[config.mk]
export PLATFORM = sky130hd
export DESIGN_NAME = lzwd_ctrl
export DESIGN_NICKNAME = d
export VERILOG_FILES = /design/src/hw/rtl/lzwd_pkg.sv /design/src/hw/rtl/lzwd_ctrl.sv
export SDC_FILE = /design/constraint.sdc
export NUM_CORES = 1
export LEC_CHECK = 0
export ABC_AREA = 1
export BUFFER_PORTS_ARGS = -buffer_cell sky130_fd_sc_hd__buf_2
export CORE_AREA = 2 2 39 41
export CTS_BUF_LIST = sky130_fd_sc_hd__clkbuf_8
export DETAILED_ROUTE_END_ITERATION = 16
export DIE_AREA = 0 0 41 43
export GPL_ROUTABILITY_DRIVEN = 0
export GPL_TIMING_DRIVEN = 0
export HOLD_SLACK_MARGIN = 0.03
export PLACE_DENSITY = 0.3
export SLEW_MARGIN = 15
export SYNTH_ARGS = -nofsm -noshare
export SYNTH_HDL_FRONTEND = slang
export SYNTH_SLANG_ARGS = --single-unit
[constraint.sdc]
create_clock -name clk -period 0.8 [get_ports clk]
set_clock_uncertainty 0.1 [all_clocks]
set_input_delay 0.08 -clock clk [delete_from_list [all_inputs] [get_ports clk]]
set_output_delay 0.08 -clock clk [all_outputs]
set_load 0.05 [all_outputs]
[src/hw/rtl/lzwd_pkg.sv]
// shared constants and controller/datapath handshake types for the lz window decompressor
`default_nettype none
package lzwd_pkg;

  localparam int WINDOW_DEPTH  = 4096;
  localparam int WIN_AW        = $clog2(WINDOW_DEPTH);
  localparam int BYTE_W        = 8;
  localparam int CNT_W         = 24;
  localparam int LEN_W         = 4;
  localparam int MAX_TOKEN_LEN = (1 << LEN_W) - 1;
  localparam int IDX_W         = $clog2(MAX_TOKEN_LEN);

  // commands from controller to datapath
  typedef struct packed {
    logic load;   // latch token, apply start of stream
    logic prep;   // check limits, issue first window read
    logic step;   // emit one byte into the output register
  } lzwd_cmd_t;

  // status from datapath to controller
  typedef struct packed {
    logic skip;       // token emits nothing
    logic last;       // current byte ends the token
    logic slot_free;  // output register can take a byte
  } lzwd_sts_t;

endpackage
`default_nettype wire

[src/hw/rtl/lzwd_ctrl.sv]
// controller state machine: sequences token load, limit check and byte emission
`default_nettype none
module lzwd_ctrl
  import lzwd_pkg::*;
(
  input  wire logic      clk,
  input  wire logic      rst_n,
  input  wire logic      in_valid,
  output logic           in_ready,
  input  wire lzwd_sts_t sts,
  output lzwd_cmd_t      cmd
);

  localparam logic [1:0] ST_IDLE = 2'd0;
  localparam logic [1:0] ST_PREP = 2'd1;
  localparam logic [1:0] ST_EMIT = 2'd2;

  logic [1:0] state_r;
  logic [1:0] state_nxt;

  // next state and command decode
  always_comb begin
    state_nxt = state_r;
    cmd       = '0;
    in_ready  = 1'b0;
    case (state_r)
      ST_IDLE: begin
        in_ready = 1'b1;
        if (in_valid) begin
          cmd.load  = 1'b1;
          state_nxt = ST_PREP;
        end
      end
      ST_PREP: begin
        cmd.prep  = 1'b1;
        state_nxt = sts.skip ? ST_IDLE : ST_EMIT;
      end
      ST_EMIT: begin
        if (sts.slot_free) begin
          cmd.step = 1'b1;
          if (sts.last) begin
            state_nxt = ST_IDLE;
          end
        end
      end
      default: begin
        state_nxt = ST_IDLE;
      end
    endcase
  end

  // state register
  always_ff @(posedge clk) begin
    if (!rst_n) begin
      state_r <= ST_IDLE;
    end else begin
      state_r <= state_nxt;
    end
  end

endmodule
`default_nettype wire

==> flow_metrics.py <==
metrics = {
    "worst_hold_path": {
        "whs_endpoint": "state_r[1]",
        "min_path_cells": 3,
        "hold_start": "rst_n",
        "hold_class": "primary input to register",
    },
    "worst_setup_path": {
        "crit_fanout": 4,
        "r2r_end": "state_r[0]",
        "crit_required_ns": 0.62,
        "slowest_stage": "dfxtp_2",
        "max_stage_delay_ns": 0.34,
        "reg2regPathDepth": 4,
        "reg2reg_from": "state_r[0]",
        "r2r_slack_ns": -0.09,
        "crit_path_start_kind": "register",
        "crit_chain": "inv_4 -> nand2_4 -> clkinvlp_4 -> buf_6",
        "cp.arrival_ns": 0.95,
        "criticalPathCategory": "register to primary output",
        "crit_start": "state_r[0]",
        "worstSetupEndpointType": "primary output",
    },
    "routing": {
        "wl_um": 413,
        "drt_iter0_drc": 5,
        "drtPass1Iterations": 2,
        "vias_per_cell": 3.19,
        "drc_errors": 0,
        "dr_total_vias": 150,
        "antenna_left": 0,
        "wl_per_cell_um": 8.79,
    },
    "cts": {
        "cts_root_buffer": "clkbuf_8",
        "cts_buffers": 3,
        "cts_tree": "yes",
        "clk_latency_ns": 0.21,
        "clock_sinks": 2,
        "htreeDepth": 1,
        "clk_pin_slew_ns": 0.03,
        "cts_max_path_buffers": 2,
    },
    "floorplanning": {
        "dieHeight_um": 43,
        "io_pins": 10,
        "die_w_um": 41,
        "start_util_pct": 8.23,
        "rows": 14,
        "core_area_sq_um": 1380,
        "die-area_sq_um": 1760,
    },
    "status": {
        "violations": "negative setup slack",
        "outcome": "finished with violations",
    },
    "timing": {
        "timing.fmax_ghz": 0.885,
        "period_minus_slack_ns": 1.13,
        "holdWs_ns": 0.0315,
        "setup_slack_ns": -0.330,
        "slew_headroom_pct": 91.4,
        "finalCritPeriodShare_pct": 141,
        "hold_viol": 0,
        "setup_viol": 6,
        "worstMarginPinSlew_ns": 0.129,
        "slew_violations": 0,
        "fin_tns_setup_ns": -1.38,
        "rsz0062_at_grt": "true",
    },
    "finish": {
        "seqCellArea_sq_um": 45.0,
        "biggestRegsByFlops": "state_r (2)",
        "multiInputGateArea_sq_um": 78.8,
        "largest_reg_flops": 2,
        "fin_cells": 47,
        "top_register": "state_r",
        "layout.nets": 39,
        "syn2layout_area_growth_pct": 175,
        "n_fill_cell": 155,
        "design_area_sq_um": 313,
        "diodes": 0,
        "final_layout_size_suffix_gt1_share_pct": 83.9,
    },
    "synth": {
        "synthDistinctLibCells": 8,
        "ys_top_cells_by_count": "6 x inv_1, 2 x dfxtp_1, 2 x nand2_1, 2 x nand3_1, 2 x nor2_1",
        "syn_area_sq_um": 114,
        "synth_flop_cell": "dfxtp_1",
        "syn-num-nets": 23,
        "synth.area.top_cells": "dfxtp_1 35%, inv_1 20%, nand3_1 8.8%",
        "synth_top_area_share_pct": 35.2,
        "ys_seq_area_share_pct": 35.2,
        "syn_avg_cell_area_sq_um": 6.70,
        "syn_inst": 17,
        "synth_edf_count": 0,
        "ys_ff_latch": 2,
        "synth.most_common_cell": "inv_1",
        "synth_area_leader_cell": "dfxtp_1",
        "yosysWarnings": 0,
        "ys_async_sr_fraction_pct": 0,
    },
    "global_routing": {
        "grtUsageTotal_pct": 5.81,
        "grt_pass1_vias": 138,
        "grt_max_degree": 5,
        "overflow": 0,
        "antenna_found_initial": 0,
        "grt_pass1_wl_um": 586,
    },
    "run": {
        "maxCapViolations": 0,
    },
    "placement": {
        "dp_hpwl_um": 233,
        "place_worst_setup_slack_ns": -0.204,
        "dpl_cell_area_sq_um": 210,
        "io_buffers": 9,
        "dp.cells": 42,
    },
    "power_and_ir_drop": {
        "total_leakage_power_nw": 0.142,
        "vdd_ir_drop_max_mv": 1.34,
        "powerDensity_nw_per_um2": 2120,
    },
}
-- through the flow --
step,util (%),power (mW)
2_1_floorplan,-,0.208
6_report,22.6,0.664
5_1_grt,22.6,0.705
3_5_place_dp,15.2,0.236
3_3_place_gp,15.2,0.234
4_1_cts,20.3,0.661
-- cell type report --
cell class | instances | area share, %
inverters | 6 | 10.0
well taps | 16 | 6.40
clock buffers | 3 | 13.2
flip-flops and latches | 2 | 14.4
multi-input cells | 9 | 25.2
repair buffers | 11 | 30.8
-- per-layer routing --
layer | vias to the layer above | track usage [%] | part of all wire [%]
met4 | 0 | 4.00 | 0
met5 | - | 0 | 0
met3 | 0 | 6.28 | 14
li1 | 78 | - | -
met2 | 12 | 5.63 | 44
met1 | 60 | 7.01 | 42
-- placed cells by master, fill, tap and decap left out, types with 2 or more instances in the layout --
master / netlist / final
buf_2: 0 / 5
inv_1: 6 / 3
clkbuf_8: 0 / 3
buf_6: 0 / 3
inv_4: 0 / 2
nor2_4: 0 / 2
buf_8: 0 / 2
-- worst max-delay path: cells and delay by family, from the launching register on --
family        cells  cell delay [ns]
buf+inv           3             0.30
flops             1             0.34
simple gates      1             0.10
-- worst max path at each step --
stage	end	slack, ns	cells after the start
floorplan	cmd[2]	-0.13	3
global placement	cmd[2]	-0.20	4
detailed placement	cmd[2]	-0.20	4
CTS	in_ready	-0.34	4
global route	in_ready	-0.37	4
finish	in_ready	-0.33	4
-- power breakdown --
| group | internal [mW] | switching, mW |
|---|---|---|
| Clock | 0.318 | 0.0737 |
| Sequential | 0.105 | 0.00647 |
| Combinational | 0.0660 | 0.0950 |
| Total | 0.489 | 0.175 |
-- cells by family after synthesis --
family,synth area share [%]
simple gates,37.4
buf+inv,19.8
flops,35.2
compound gates,7.69
-- timing repair --
item                                    in CTS  in global routing
endpoints found under the hold margin        1                  0
endpoints found under the setup margin       4                  5
resized for setup                           10                  4
pin swaps                                    3                  3
setup buffers                                0                  2
Note: power is estimated with default switching activity, not from simulation.
